### config.mk
export PLATFORM = sky130hd
export DESIGN_NAME = wildcard_mask_matcher_core_flat
export DESIGN_NICKNAME = d
export VERILOG_FILES = /design/src/rtl/wmm_pkg.sv /design/src/rtl/wmm_if.sv /design/src/rtl/wildcard_mask_matcher_core.sv /design/src/flat_wrapper.sv
export SDC_FILE = /design/constraint.sdc
export NUM_CORES = 1
export LEC_CHECK = 0
export BUFFER_PORTS_ARGS = -buffer_cell sky130_fd_sc_hd__buf_4
export CORE_MARGIN = 2
export CORE_UTILIZATION = 69
export DETAILED_ROUTE_END_ITERATION = 7
export GPL_TIMING_DRIVEN = 1
export HOLD_SLACK_MARGIN = 0.12
export PLACE_DENSITY = 0.86
export SLEW_MARGIN = 20
export SYNTH_ARGS = -nofsm -noshare
export SYNTH_HDL_FRONTEND = slang
export SYNTH_SLANG_ARGS = --single-unit
### constraint.sdc
create_clock -name clk -period 6.6 [get_ports clk]
set_clock_uncertainty 0.05 [all_clocks]
set_input_delay 0.33 -clock clk [delete_from_list [all_inputs] [get_ports clk]]
set_output_delay 0.33 -clock clk [all_outputs]
set_load 0.01 [all_outputs]
### src/rtl/wmm_pkg.sv
`timescale 1ns / 1ps

package wmm_pkg;

	localparam int MAX_PATTERN = 32;

	localparam logic [7:0] CH_STAR  = 8'h2a;
	localparam logic [7:0] CH_QMARK = 8'h3f;
	localparam logic [7:0] CH_ESC   = 8'h5c;

	typedef enum logic [1:0] {
		KIND_LITERAL = 2'd0,
		KIND_ANY_ONE = 2'd1,
		KIND_ANY_RUN = 2'd2
	} kind_t;

	typedef struct packed {
		logic       func;
		logic [7:0] char_code;
		logic       last;
		logic       no_char;
	} req_t;

	typedef struct packed {
		logic matched;
		logic pattern_error;
	} rsp_t;

endpackage

### src/rtl/wmm_if.sv
`timescale 1ns / 1ps

interface wmm_req_if;
	logic       valid;
	logic       ready;
	logic       func;
	logic [7:0] char_code;
	logic       last;
	logic       no_char;

	modport source (output valid, func, char_code, last, no_char, input ready);
	modport sink (input valid, func, char_code, last, no_char, output ready);
endinterface

interface wmm_rsp_if;
	logic valid;
	logic ready;
	logic matched;
	logic pattern_error;

	modport source (output valid, matched, pattern_error, input ready);
	modport sink (input valid, matched, pattern_error, output ready);
endinterface

### src/rtl/wildcard_mask_matcher_core.sv
`timescale 1ns / 1ps
// request register, then match logic into the result register; a full one stalls a name's end
// throughput otherwise: one request per cycle, pattern bytes and name bytes alike
// a name byte updates every mask position in parallel, runs of '*' close through one carry chain
// reset: empty mask, no name in progress, both pipeline registers empty
// the mask store itself is not cleared, only positions below the current length are used
module wildcard_mask_matcher_core #(
	parameter int MAX_PATTERN = wmm_pkg::MAX_PATTERN
) (
	input  logic          clk,
	input  logic          arst_n,
	wmm_req_if.sink       req,
	wmm_rsp_if.source     rsp
);

	localparam int LW = $clog2(MAX_PATTERN + 1);
	localparam int IW = (MAX_PATTERN > 1) ? $clog2(MAX_PATTERN) : 1;

	// request stage
	logic          v_s1;
	wmm_pkg::req_t req_s1;

	// mask store
	logic [7:0]      byte_q [MAX_PATTERN];
	wmm_pkg::kind_t  kind_q [MAX_PATTERN];

	// matcher state
	logic [LW-1:0]        len_q;
	logic                 esc_q;
	logic                 ovf_q;
	logic                 closed_q;
	logic                 name_q;
	logic                 had_q;
	logic [MAX_PATTERN:0] active_q;
	logic [MAX_PATTERN:0] init_q;

	// result register
	logic          out_v_q;
	wmm_pkg::rsp_t out_q;

	logic res_item;
	logic out_free;
	logic go;

	// pattern path
	logic [LW-1:0]        eff_len;
	logic                 eff_esc;
	logic                 eff_ovf;
	logic                 store_en;
	logic [7:0]           store_byte;
	wmm_pkg::kind_t       store_kind;
	logic                 esc_set;
	logic                 room;
	logic                 esc_next;
	logic [MAX_PATTERN:0] init_next;

	// name path
	logic                   start;
	logic [MAX_PATTERN-1:0] vmask;
	logic [MAX_PATTERN:0]   run_v;
	logic [MAX_PATTERN-1:0] hit_v;
	logic [MAX_PATTERN:0]   a_cur;
	logic [MAX_PATTERN:0]   adv;
	logic [MAX_PATTERN:0]   a0;
	logic [MAX_PATTERN:0]   gen_v;
	logic [MAX_PATTERN+1:0] csum;
	logic [MAX_PATTERN:0]   a_fin;
	logic                   had_n;
	logic                   match_n;

	assign res_item  = v_s1 & req_s1.func & req_s1.last;
	assign out_free  = ~out_v_q | rsp.ready;
	assign go        = v_s1 & (~res_item | out_free);
	assign req.ready = ~v_s1 | go;

	always_ff @(posedge clk or negedge arst_n) begin
		if (!arst_n) begin
			v_s1 <= 1'b0;
		end else if (req.ready) begin
			v_s1 <= req.valid;
		end
	end

	always_ff @(posedge clk) begin
		if (req.ready && req.valid) begin
			req_s1.func      <= req.func;
			req_s1.char_code <= req.char_code;
			req_s1.last      <= req.last;
			req_s1.no_char   <= req.no_char;
		end
	end

	// pattern load
	always_comb begin
		eff_len    = closed_q ? '0 : len_q;
		eff_esc    = closed_q ? 1'b0 : esc_q;
		eff_ovf    = closed_q ? 1'b0 : ovf_q;
		store_en   = 1'b0;
		store_byte = req_s1.char_code;
		store_kind = wmm_pkg::KIND_LITERAL;
		esc_set    = 1'b0;
		if (!req_s1.no_char) begin
			if (eff_esc) begin
				store_en = 1'b1;
			end else if (req_s1.char_code == wmm_pkg::CH_ESC) begin
				if (req_s1.last) begin
					store_en = 1'b1;
				end else begin
					esc_set = 1'b1;
				end
			end else if (req_s1.char_code == wmm_pkg::CH_STAR) begin
				store_en   = 1'b1;
				store_kind = wmm_pkg::KIND_ANY_RUN;
			end else if (req_s1.char_code == wmm_pkg::CH_QMARK) begin
				store_en   = 1'b1;
				store_kind = wmm_pkg::KIND_ANY_ONE;
			end else begin
				store_en = 1'b1;
			end
		end else if (req_s1.last && eff_esc) begin
			store_en   = 1'b1;
			store_byte = wmm_pkg::CH_ESC;
		end
		room     = eff_len < LW'(MAX_PATTERN);
		esc_next = ~req_s1.last & (esc_set | (req_s1.no_char & eff_esc));

		// start set of a name: every position reachable through leading '*'
		init_next = closed_q ? {{MAX_PATTERN{1'b0}}, 1'b1} : init_q;
		if (store_en && room) begin
			init_next[eff_len + LW'(1)] = init_next[eff_len] &
				(store_kind == wmm_pkg::KIND_ANY_RUN);
		end
	end

	// name step
	always_comb begin
		start = ~name_q;
		a_cur = start ? init_q : active_q;
		run_v = '0;
		adv   = '0;
		for (int i = 0; i < MAX_PATTERN; i++) begin
			vmask[i] = LW'(i) < len_q;
			run_v[i] = vmask[i] & (kind_q[i] == wmm_pkg::KIND_ANY_RUN);
			hit_v[i] = vmask[i] & ~run_v[i] &
				((kind_q[i] == wmm_pkg::KIND_ANY_ONE) ||
				 (byte_q[i] == req_s1.char_code));
		end
		for (int i = 0; i < MAX_PATTERN; i++) begin
			adv[i]   = adv[i] | (a_cur[i] & run_v[i]);
			adv[i+1] = a_cur[i] & hit_v[i];
		end
		a0 = req_s1.no_char ? a_cur : adv;

		// activity carries across '*' runs as an adder carry chain
		gen_v   = a0 & run_v;
		csum    = {1'b0, run_v} + {1'b0, gen_v};
		a_fin   = a0 | (csum[MAX_PATTERN:0] ^ run_v ^ gen_v);
		had_n   = (~start & had_q) | ~req_s1.no_char;
		match_n = ~ovf_q & a_fin[len_q] & (had_n | (len_q == '0));
	end

	always_ff @(posedge clk or negedge arst_n) begin
		if (!arst_n) begin
			len_q    <= '0;
			esc_q    <= 1'b0;
			ovf_q    <= 1'b0;
			closed_q <= 1'b1;
			name_q   <= 1'b0;
			had_q    <= 1'b0;
			active_q <= {{MAX_PATTERN{1'b0}}, 1'b1};
			init_q   <= {{MAX_PATTERN{1'b0}}, 1'b1};
		end else if (go) begin
			if (!req_s1.func) begin
				len_q    <= (store_en && room) ? eff_len + LW'(1) : eff_len;
				ovf_q    <= eff_ovf | (store_en & ~room);
				esc_q    <= esc_next;
				closed_q <= req_s1.last;
				name_q   <= 1'b0;
				init_q   <= init_next;
			end else begin
				name_q   <= ~req_s1.last;
				had_q    <= had_n;
				active_q <= a_fin;
			end
		end
	end

	always_ff @(posedge clk) begin
		if (go && !req_s1.func && store_en && room) begin
			byte_q[eff_len[IW-1:0]] <= store_byte;
			kind_q[eff_len[IW-1:0]] <= store_kind;
		end
	end

	always_ff @(posedge clk or negedge arst_n) begin
		if (!arst_n) begin
			out_v_q <= 1'b0;
		end else if (out_free) begin
			out_v_q <= go & res_item;
		end
	end

	always_ff @(posedge clk) begin
		if (out_free && go && res_item) begin
			out_q.matched       <= match_n;
			out_q.pattern_error <= ovf_q;
		end
	end

	assign rsp.valid         = out_v_q;
	assign rsp.matched       = out_q.matched;
	assign rsp.pattern_error = out_q.pattern_error;

endmodule
### src/flat_wrapper.sv
// flat-port wrapper written by rule: the top's interface ports become plain ports
module wildcard_mask_matcher_core_flat 
#(
	parameter int MAX_PATTERN = wmm_pkg::MAX_PATTERN
)
  (clk, arst_n, req_valid, req_func, req_char_code, req_last, req_no_char, req_ready, rsp_valid, rsp_matched, rsp_pattern_error, rsp_ready);
  wmm_req_if req_i ();
  wmm_rsp_if rsp_i ();
  input  logic clk;
  input  logic arst_n;
  input wire logic [$bits(req_i.valid)-1:0] req_valid;
  input wire logic [$bits(req_i.func)-1:0] req_func;
  input wire logic [$bits(req_i.char_code)-1:0] req_char_code;
  input wire logic [$bits(req_i.last)-1:0] req_last;
  input wire logic [$bits(req_i.no_char)-1:0] req_no_char;
  output wire logic [$bits(req_i.ready)-1:0] req_ready;
  output wire logic [$bits(rsp_i.valid)-1:0] rsp_valid;
  output wire logic [$bits(rsp_i.matched)-1:0] rsp_matched;
  output wire logic [$bits(rsp_i.pattern_error)-1:0] rsp_pattern_error;
  input wire logic [$bits(rsp_i.ready)-1:0] rsp_ready;
  assign req_i.valid = req_valid;
  assign req_i.func = req_func;
  assign req_i.char_code = req_char_code;
  assign req_i.last = req_last;
  assign req_i.no_char = req_no_char;
  assign req_ready = req_i.ready;
  assign rsp_valid = rsp_i.valid;
  assign rsp_matched = rsp_i.matched;
  assign rsp_pattern_error = rsp_i.pattern_error;
  assign rsp_i.ready = rsp_ready;
  wildcard_mask_matcher_core #(.MAX_PATTERN(MAX_PATTERN)) u_core (.clk(clk), .arst_n(arst_n), .req(req_i), .rsp(rsp_i));
endmodule
==> metrics.txt, run 1 <==
status=complete, no violations; Layout area overhead=9.15%; combinational power share=11.9%; most frequent cells in the layout=edfxtp_1, xnor2_1, o21ai_0; RSZ-0062 raised after global routing=false; Pleak=7.88 nW; Antenna Nets Post-Route=0; max frequency=202 MHz; DP Worst Slack=1.84 ns; Clock Tree Root=clkbuf_16; Core ar.=30,400 µm²; fin crit share=74.9%; startpoint type of the worst setup path=register; Final Hold Vio Count=0; DRC Markers=0; Net Sw Frac=26.3%; share of cells above drive strength 1=10.4%; initial antenna violation count=2; Required @ worst endpoint=6.84 ns; vias=16.0k; Max Slew Vio Count=0; logic depth of the worst register-to-register path=14; sequential share of the synthesized area=56.5%; ys async rst share=19.2%; clock tree from TritonCTS=yes; post-CTS setup buffer count=0; endpoints failing setup=0; Port Buffers=18; CTS Buffer Depth=3; Reg-to-Reg End=u_core.rsp.matched$_DFFE_PP_; commonest non-fill, non-tap cell in the layout=edfxtp_1; Crit Path Max Fanout=35; Mapped Cells=1,817; DRT Wirelength=64,900 µm; Worst R2R Start=u_core.len_q[1]$_DFFE_PN0P_; mapped cell area=21,200 µm²; maxcap violations=0; Avg Cell Area, Syn=11.7 µm²; Worst slew margin=23.3%; Crit. End Element=register; Clk network pwr share=39.6%; Final HPWL DP=42,200 µm; Wirelength per Cell=28.6 µm; IO Count=19; first-pass GRT wire length=96,600 µm; Reg2Reg Setup Slack=1.66 ns; Yosys warnings=0; Detailed Routing Iterations Pass 1=6; Final #Nets=1,860; switching power=1.58 mW; sequential share of power=48.6%; Reg clk slew, reported paths=0.07 ns; number of flops mapped to enable cells by yosys=333; hold crit path type=input pin to asynchronous set/reset pin; setup TNS=0 ns; Final WS setup=1.66 ns; Pwr Total=6.00 mW; final RePlAce weighted congestion=0.995; initial core utilization=69.7%; Final Util=76.1%; Data arrival, critical path=5.18 ns; Worst-Skew Late Latency=0.56 ns; Peak VDD IR=258 µV; post-layout min period=4.94 ns; Sink Count=412; grt total ovfl=0; Int Pwr=4.42 mW; Top FF cell, synth=edfxtp_1; die width=179 µm; largest net degree at the start of global routing=56; CP Class=register to register; Worst Tran Pin Value=1.15 ns; GRT Util Overall=41.3%; die area=32,200 µm²; count of state elements after synthesis=412; Yosys cell types=102; vias in the first global route=15.8k; die height=179 µm; htree depth=2; Synth Net Count=1,837; PwrDens=259 nW/µm²; cts bufs inserted=42; Via density=7.03; FP Rows=64; DRT iter0 DRCs=2,300
-- critical path, cell delays in order, from the launching register on --
cell       delay [ns]
dfrtp_1          0.68
buf_4            0.54
o21ai_1          0.16
a2111oi_0        0.79
nand3_1          0.17
nand3_1          0.20
or3_1            0.19
a2111oi_2        0.07
a21o_1           0.26
a31o_2           0.29
a211oi_1         0.59
mux2i_1          0.16
a221o_1          0.40
nand4_1          0.09
a211oi_2         0.06
-- Yosys cell counts (all sizes together) (6+ instances only) --
| cell | number | share of area [%] |
|---|---|---|
| a2111oi | 6 | 0.28 |
| a31oi | 19 | 0.59 |
| nand2 | 124 | 2.2 |
| o211ai | 12 | 0.50 |
| mux2 | 15 | 0.81 |
| clkbuf | 31 | 0.55 |
| nor2 | 119 | 2.2 |
| a211o | 6 | 0.25 |
| o21a | 17 | 0.60 |
| xor2 | 112 | 4.6 |
| a21oi | 89 | 2.1 |
| nand4 | 42 | 1.2 |
| a211oi | 13 | 0.51 |
| nand2b | 33 | 1.0 |
| edfxtp | 333 | 47 |
| inv | 29 | 0.51 |
| o31ai | 6 | 0.30 |
| nand3b | 7 | 0.25 |
| and2 | 21 | 0.62 |
| or3 | 9 | 0.29 |
| buf | 62 | 1.9 |
| nor4 | 46 | 1.4 |
| nor2b | 46 | 1.4 |
| nor3 | 34 | 0.86 |
| nand3 | 37 | 0.87 |
| o22ai | 14 | 0.41 |
| or2 | 6 | 0.18 |
| xnor2 | 149 | 6.2 |
| mux4 | 12 | 1.3 |
| o21ai | 144 | 3.4 |
| mux2i | 28 | 1.3 |
| a21boi | 12 | 0.46 |
| dfrtp | 76 | 9.0 |
-- logic make-up after synthesis --
group / after synthesis / share of synthesized area (%)
multiplexers: 55 / 3.41
AO/OA/AOI/OAI: 408 / 12.5
buffers and inverters: 124 / 3.02
flip-flops: 412 / 56.5
adder cells (fa/ha/maj): 5 / 0.295
XOR/XNOR: 261 / 10.8
AND/OR/NAND/NOR: 552 / 13.5
-- per-stage QoR --
step                hold WS [ns]  cells  cell area (µm²)
floorplan                -0.0156   1817            21200
global placement           0.230   2178            21700
detailed placement         0.235   2178            21700
CTS                        0.228   2268            23100
global route               0.252   2268            23100
finish                     0.212   2271            23200
-- state kept, by name, summed over array words and instances, names as in the netlist --
register and cells:
u_core.init_q 33, u_core.req_s1 11, u_core.v_s1 1, u_core.had_q 1, u_core.rsp.matched 1, u_core.esc_q 1, u_core.active_q 33, u_core.len_q 6
u_core.closed_q 1, u_core.name_q 1, u_core.rsp.pattern_error 1, u_core.ovf_q 1, u_core.rsp.valid 1, u_core.byte_q 256, u_core.kind_q 64
-- layout make-up --
cell class	count	area [µm²]
Inverter	31	116
Antenna cell	3	7.51
Clock inverter	18	203
Timing Repair Buffer	72	588
Sequential cell	412	12000
Fill cell	1883	7280
Tap cell	396	495
Multi-Input combinational cell	1281	8620
Clock buffer	58	1140
-- power by group through the flow --
stage / clock network [mW] / registers (mW) / logic [mW]
floorplan: 0 / 2.92 / 0.496
global placement: 0 / 2.96 / 0.665
detailed placement: 0 / 2.96 / 0.678
CTS: 2.35 / 2.91 / 0.693
global route: 2.47 / 2.92 / 0.752
finish: 2.37 / 2.91 / 0.711
-- worst max-delay path by stage --
stage	endpoint	slack [ns]	start
after floorplan	u_core.init_q[24]$_DFFE_PN0P_	2.10	u_core.req_s1[0]$_DFFE_PP_
after global placement	u_core.rsp.matched$_DFFE_PP_	2.01	u_core.len_q[1]$_DFFE_PN0P_
after detailed placement	u_core.rsp.matched$_DFFE_PP_	1.84	u_core.len_q[1]$_DFFE_PN0P_
after CTS	u_core.rsp.matched$_DFFE_PP_	1.83	u_core.len_q[1]$_DFFE_PN0P_
after global routing	u_core.rsp.matched$_DFFE_PP_	1.43	u_core.len_q[1]$_DFFE_PN0P_
final	u_core.rsp.matched$_DFFE_PP_	1.66	u_core.len_q[1]$_DFFE_PN0P_
-- what timing repair did --
| item | in CTS | in global routing |
|---|---|---|
| gates resized for setup | 0 | 0 |
| hold endpoints to repair | 37 | 0 |
| hold buffers | 14 | 0 |
-- metal layers --
layer	wire, µm	track usage (%)
met2	29900	64.9
met4	3610	20.0
met3	7570	9.71
met5	8	0
met1	23900	54.7
Power figures use the tool's default switching activity.
==> run 2, diff against run 1 <==
--- a/config.mk
+++ b/config.mk
@@ -7,11 +7,11 @@
 export LEC_CHECK = 0
 export BUFFER_PORTS_ARGS = -buffer_cell sky130_fd_sc_hd__buf_4
 export CORE_MARGIN = 2
-export CORE_UTILIZATION = 69
+export CORE_UTILIZATION = 64
 export DETAILED_ROUTE_END_ITERATION = 7
 export GPL_TIMING_DRIVEN = 1
 export HOLD_SLACK_MARGIN = 0.12
-export PLACE_DENSITY = 0.86
+export PLACE_DENSITY = 0.8
 export SLEW_MARGIN = 20
 export SYNTH_ARGS = -nofsm -noshare
 export SYNTH_HDL_FRONTEND = slang
==> constraint.sdc (replaced) <==
create_clock -name clk -period 5.1 [get_ports clk]
set_clock_uncertainty 0.05 [all_clocks]
set_input_delay 0.255 -clock clk [delete_from_list [all_inputs] [get_ports clk]]
set_output_delay 0.255 -clock clk [all_outputs]
set_load 0.01 [all_outputs]
==> run 2 against run 1 <==
Effect of this change: worst setup slack got worse by 1.3 ns; sequential share of layout area decreased by 1.2 points; largest cell class unchanged; cell area is 2.4% higher.
==> metrics.txt, run 2 (same netlist as run 1, synthesis figures left out) <==
Max Slew Vio Count=0 (unchanged); Final WS setup=0.308 ns (-1.35 ns); setup TNS=0 ns (unchanged); vias=15.7k (-1.4%); cell family with most CP delay=compound AO/OA/AOI/OAI gates; DRC Markers=0 (unchanged); IO Count=19 (unchanged); initial core utilization=65.0% (-4.7 points); fin crit share=94.0% (+19 points); DP Worst Slack=0.468 ns (-1.38 ns); Antenna Nets Post-Route=0 (unchanged); status=complete, no violations; Min Hold Slack=0.255 ns (+0.0427 ns); PwrDens=337 nW/µm² (+30%); die area=34,600 µm² (+7.6%); CP peak stage delay=0.77 ns (-0.02 ns); initial antenna violation count=0 (-2); hold crit path type=input pin to asynchronous set/reset pin; final RePlAce weighted congestion=1.05 (+5.4%); share of cells above drive strength 1=13.1% (+2.8 points); RSZ-0062 raised after global routing=false; Crit. End Element=register; DRT Wirelength=63,400 µm (-2.4%); Worst-Skew Late Latency=0.58 ns (+0.02 ns); FP Rows=66 (+3.1%); Peak VDD IR=456 µV (+77%); endpoints failing setup=0 (unchanged); startpoint type of the worst setup path=register; post-layout min period=4.79 ns (-0.153 ns); post-CTS setup buffer count=0 (unchanged); htree depth=2 (unchanged); Final Hold Vio Count=0 (unchanged); grt total ovfl=0 (unchanged); die width=186 µm (+3.7%); Worst slew margin=36.0% (+13 points); first-pass GRT wire length=94,600 µm (-2.0%); Data arrival, critical path=5.14 ns (-0.04 ns); GRT Util Overall=37.4% (-3.9 points); Wirelength per Cell=26.7 µm (-6.5%); clock tree from TritonCTS=yes; Post-CTS Hold Buffers=15 (+1); Pleak=8.22 nW (+4.4%); cts bufs inserted=44 (+4.8%); Final #Nets=1,913 (+2.8%); Crit Path Max Fanout=22 (-37%); Layout area overhead=11.7%; maxcap violations=0 (unchanged); Buf+Inv Stages, Crit Path=1 (unchanged); DRT iter0 DRCs=1,872 (-19%); die height=186 µm (+3.7%); Detailed Routing Iterations Pass 1=6 (unchanged); Clock Tree Root=clkbuf_16; CTS Buffer Depth=3 (unchanged); max frequency=209 MHz (+3.2%); CP Cell Sequence=buf_4, mux2i_1, nor4_1, a2bb2oi_2, and4b_1, a31oi_1, o22ai_1, a21oi_1, mux4_2, and3_1, nor4_1, nand4_1, a211oi_2; CP Class=register to register; max reg flops=256 (unchanged); Required @ worst endpoint=5.45 ns (-1.39 ns); Port Buffers=18 (unchanged); commonest non-fill, non-tap cell in the layout=edfxtp_1; cell mode on critical path=nor4_1; largest net degree at the start of global routing=80 (+43%); Reg clk slew, reported paths=0.06 ns (about the same); Sink Count=412 (unchanged); # resized after CTS=0 (unchanged); Final HPWL DP=43,800 µm (+3.9%); ant diodes=0 (-3); Via density=6.64 (-5.6%); most frequent cells in the layout=edfxtp_1, xnor2_1, o21ai_0; vias in the first global route=15.5k (-1.9%); Worst path slowest cell=dfrtp_2; Core ar.=32,600 µm² (+7.2%); Worst Tran Pin Value=0.956 ns (-0.190 ns)
==> run 2: changes by cell type in the layout (fill, tap and decap cells not counted), sizes merged <==
cell / delta
buf: +50
clkinv: +11
clkbuf: -9
bufinv: +3
diode: -3
clkinvlp: -2
inv: +2
dlygate4sd3: +1
==> run 2: final cells by class <==
cell class	instances	area (µm²)
inverter	31	116
fill	2189	8920
sequential	412	12000
tap	442	553
multi-input combinational	1281	8600
timing repair buffer	123	977
clock inverter	32	338
clock buffer	49	1130
==> run 2: where the power goes <==
group          total, mW  internal [mW]  leakage [nW]  switching (mW)
clock               3.28           1.92         0.730            1.36
combinational      0.950          0.320          3.34           0.630
sequential          3.76           3.69          4.16          0.0745
total               7.99           5.93          8.22            2.06
==> run 2: per-layer routing <==
layer	vias to the layer above	track usage (%)	wire, µm
met5	-	0	0
met2	880	58.5	29300
met1	7784	51.6	25500
met4	0	16.9	2600
li1	6908	-	-
met3	161	6.65	6000
==> run 2: path summary, 6_finish.rpt <==
kind | end | startpoint | cells past startpoint | slack (ns)
setup / recovery | u_core.rsp.matched$_DFFE_PP_ | u_core.name_q$_DFFE_PN0P_ | 13 | 0.31
hold / removal | u_core.active_q[15]$_DFFE_PN0P_ | arst_n | 2 | 0.25
setup reg to reg | u_core.rsp.matched$_DFFE_PP_ | u_core.name_q$_DFFE_PN0P_ | 13 | 0.31
hold reg to reg | u_core.active_q[0]$_DFFE_PN1P_ | u_core.active_q[0]$_DFFE_PN1P_ | 2 | 0.41
max in group asynchronous | u_core.name_q$_DFFE_PN0P_ | arst_n | 2 | 4.16
min in group clk | u_core.req_s1[6]$_DFFE_PP_ | req_char_code[4] | 2 | 0.35
==> run 2: worst register-to-register path, delay by kind of cell, from the launching register on <==
family                 cells  cell delay [ns]
AO/OA/AOI/OAI              5             1.23
AND/OR/NAND/NOR            5             1.05
multiplexers               2             1.04
flip-flops                 1             0.77
buffers and inverters      1             0.49
==> run 2: through the flow <==
stage,cell area (µm²),total power [mW],util (%),instances
CTS,23700,7.97,72.6,2370
global route,23700,8.18,72.7,2370
finish,23700,7.99,72.7,2370
floorplan,21200,4.42,-,1817
detailed placement,22100,4.74,67.7,2274
global placement,22100,4.73,67.7,2274
==> run 3, diff against run 2 <==
--- a/config.mk
+++ b/config.mk
@@ -6,12 +6,14 @@
 export NUM_CORES = 1
 export LEC_CHECK = 0
 export BUFFER_PORTS_ARGS = -buffer_cell sky130_fd_sc_hd__buf_4
+export CELL_PAD_IN_SITES_DETAIL_PLACEMENT = 1
+export CELL_PAD_IN_SITES_GLOBAL_PLACEMENT = 2
 export CORE_MARGIN = 2
-export CORE_UTILIZATION = 64
+export CORE_UTILIZATION = 44
 export DETAILED_ROUTE_END_ITERATION = 7
 export GPL_TIMING_DRIVEN = 1
 export HOLD_SLACK_MARGIN = 0.12
-export PLACE_DENSITY = 0.8
+export PLACE_DENSITY_LB_ADDON = 0.1
 export SLEW_MARGIN = 20
 export SYNTH_ARGS = -nofsm -noshare
 export SYNTH_HDL_FRONTEND = slang
==> run 3 against run 2 <==
Effect of this change: sequential power is essentially flat; wire length grew 11%; clock power is essentially flat; largest cell class unchanged; maximum frequency shrank 1.7%; highest routed layer unchanged; utilization shrank 22 points; largest power group unchanged.
==> metrics.txt, run 3 (same netlist as run 1, synthesis figures left out) <==
RSZ-0062 raised after global routing=false; WL met1=33,300 µm (+30%); vias in the first global route=15.9k (+2.7%); DRC Markers=0 (unchanged); Wirelength per Cell=27.5 µm (+3.0%); Port Buffers=18 (unchanged); final RePlAce weighted congestion=0.916 (-13%); status=complete, no violations; Max Slew Vio Count=0 (unchanged); Data arrival, critical path=5.25 ns (+0.11 ns); multi-input logic area=8600 µm² (unchanged); Via density=5.98 (-9.9%); share of cells above drive strength 1=12.6% (-0.53 points); Detailed Routing Iterations Pass 1=5 (-1); Crit Path Max Fanout=13 (-41%); Worst-Skew Late Latency=0.61 ns (+0.03 ns); CTS Buffer Depth=3 (unchanged); fin crit share=95.6% (+1.7 points); Final #Nets=1,916 (+0.16%); CP peak stage delay=0.67 ns (-0.10 ns); Clock Tree Root=clkbuf_16; grt total ovfl=0 (unchanged); die area=50,000 µm² (+44%); ant diodes=0 (unchanged); Layout area overhead=13.1%; Worst slew margin=32.8% (-3.3 points); DRT iter0 DRCs=1,402 (-25%); Antenna Nets Post-Route=0 (unchanged); GRT Util Overall=28.5% (-8.9 points); post-layout min period=4.88 ns (+0.0845 ns); hold crit path type=input pin to asynchronous set/reset pin; FP Rows=80 (+21%); Peak VDD IR=286 µV (-37%); maxcap violations=0 (unchanged); Worst Tran Pin Value=1.01 ns (+0.0526 ns); Buf+Inv Stages, Crit Path=1 (unchanged); CP Class=register to register; vias=15.2k (-3.2%); Worst path slowest cell=or4_4; initial core utilization=44.5% (-21 points); Reg clk slew, reported paths=0.06 ns (about the same); first-pass GRT wire length=106,000 µm (+12%); Seq. cell area=12,000 µm² (about the same); clock tree from TritonCTS=yes; Sink Count=412 (unchanged); endpoints failing setup=0 (unchanged); commonest non-fill, non-tap cell in the layout=edfxtp_1; cell mode on critical path=nor2_1; Final Hold Vio Count=0 (unchanged); met3 wire len=2970 µm (-50%); die width=224 µm (+20%); die height=224 µm (+20%); htree depth=2 (unchanged); CP Cell Sequence=or4_4, o221ai_1, o221a_2, nor2_1, nor2_1, ha_1, nand3b_1, a211o_1, a31oi_1, o22ai_1, a21oi_1, mux4_2, and3_1, nor4_1, buf_4, nand4_1, a211oi_2; DRT Wirelength=70,100 µm (+11%); startpoint type of the worst setup path=register; fillers=4,948 (+130%); max reg flops=256 (unchanged); cell family with most CP delay=simple AND/OR/NAND/NOR gates; initial antenna violation count=0 (unchanged); largest net degree at the start of global routing=80 (unchanged); Pleak=8.24 nW (+0.19%); setup TNS=0 ns (unchanged); cts bufs inserted=46 (+4.5%); most frequent cells in the layout=edfxtp_1, xnor2_1, o21ai_0; Crit. End Element=register; Final HPWL DP=49,600 µm (+13%); Required @ worst endpoint=5.48 ns (+0.03 ns); Core ar.=47,600 µm² (+46%); IO Count=19 (unchanged); Highest Signal Layer=met4; max frequency=205 MHz (-1.7%); PwrDens=335 nW/µm² (-0.71%); Pwr Total=8.03 mW (+0.55%); met2 wire len=31,900 µm (+9.0%)
-- run 3: cell type report --
class,instances,area share [%]
clock inverters,19,0.970
repair buffers,124,4.36
flip-flops and latches,412,49.9
inverters,31,0.485
well taps,615,3.21
multi-input cells,1281,35.8
clock buffers,63,5.19
-- run 3: through the flow --
step / std cells / instance area [µm²] / setup slack (ns) / util (%) / hold WS [ns]
2_1_floorplan: 1817 / 21200 / 0.599 / - / -0.0906
3_3_place_gp: 2448 / 22400 / 0.441 / 46.9 / 0.384
3_5_place_dp: 2448 / 22400 / 0.369 / 46.9 / 0.385
4_1_cts: 2545 / 24000 / 0.301 / 50.4 / 0.303
5_1_grt: 2545 / 24000 / 0.0225 / 50.4 / 0.279
6_report: 2545 / 24000 / 0.223 / 50.4 / 0.242
-- run 3: final timing paths --
path	startpoint	endpoint	slack (ns)	cells past startpoint
min in group clk	req_char_code[7]	u_core.req_s1[9]$_DFFE_PP_	0.34	2
worst max register to register	u_core.len_q[5]$_DFFE_PN0P_	u_core.rsp.matched$_DFFE_PP_	0.22	17
worst min register to register	u_core.active_q[0]$_DFFE_PN1P_	u_core.active_q[0]$_DFFE_PN1P_	0.41	2
worst max-delay path	u_core.len_q[5]$_DFFE_PN0P_	u_core.rsp.matched$_DFFE_PP_	0.22	17
worst min-delay path	arst_n	u_core.rsp.valid$_DFFE_PN0P_	0.24	2
max in group asynchronous	arst_n	u_core.len_q[1]$_DFFE_PN0P_	4.18	2
-- run 3: power by group --
part	leakage, nW	switching (mW)	total (mW)	internal, mW
combinational	3.37	0.639	0.957	0.318
sequential	4.16	0.0841	3.77	3.69
clock	0.711	1.39	3.30	1.92
total	8.24	2.11	8.03	5.92
-- run 3: layer usage --
metal,vias to the layer above,GRT usage (%)
met2,390,44.8
met3,105,3.69
met4,0,8.65
met5,-,0
li1,6887,-
met1,7845,41.4
-- run 3: repair_timing --
| item | 4_1_cts | 5_1_grt |
|---|---|---|
| resized for setup | 0 | 0 |
| setup buffers | 0 | 0 |
| hold buffers | 15 | 0 |
| hold endpoints to repair | 89 | 0 |
-- run 3: worst register-to-register path: stages, from the launching register on --
cell,delay (ns)
dfrtp_1,0.59
or4_4,0.67
o221ai_1,0.26
o221a_2,0.26
nor2_1,0.07
nor2_1,0.10
ha_1,0.17
nand3b_1,0.14
a211o_1,0.20
a31oi_1,0.11
o22ai_1,0.31
a21oi_1,0.18
mux4_2,0.48
and3_1,0.19
nor4_1,0.40
buf_4,0.21
nand4_1,0.11
a211oi_2,0.21
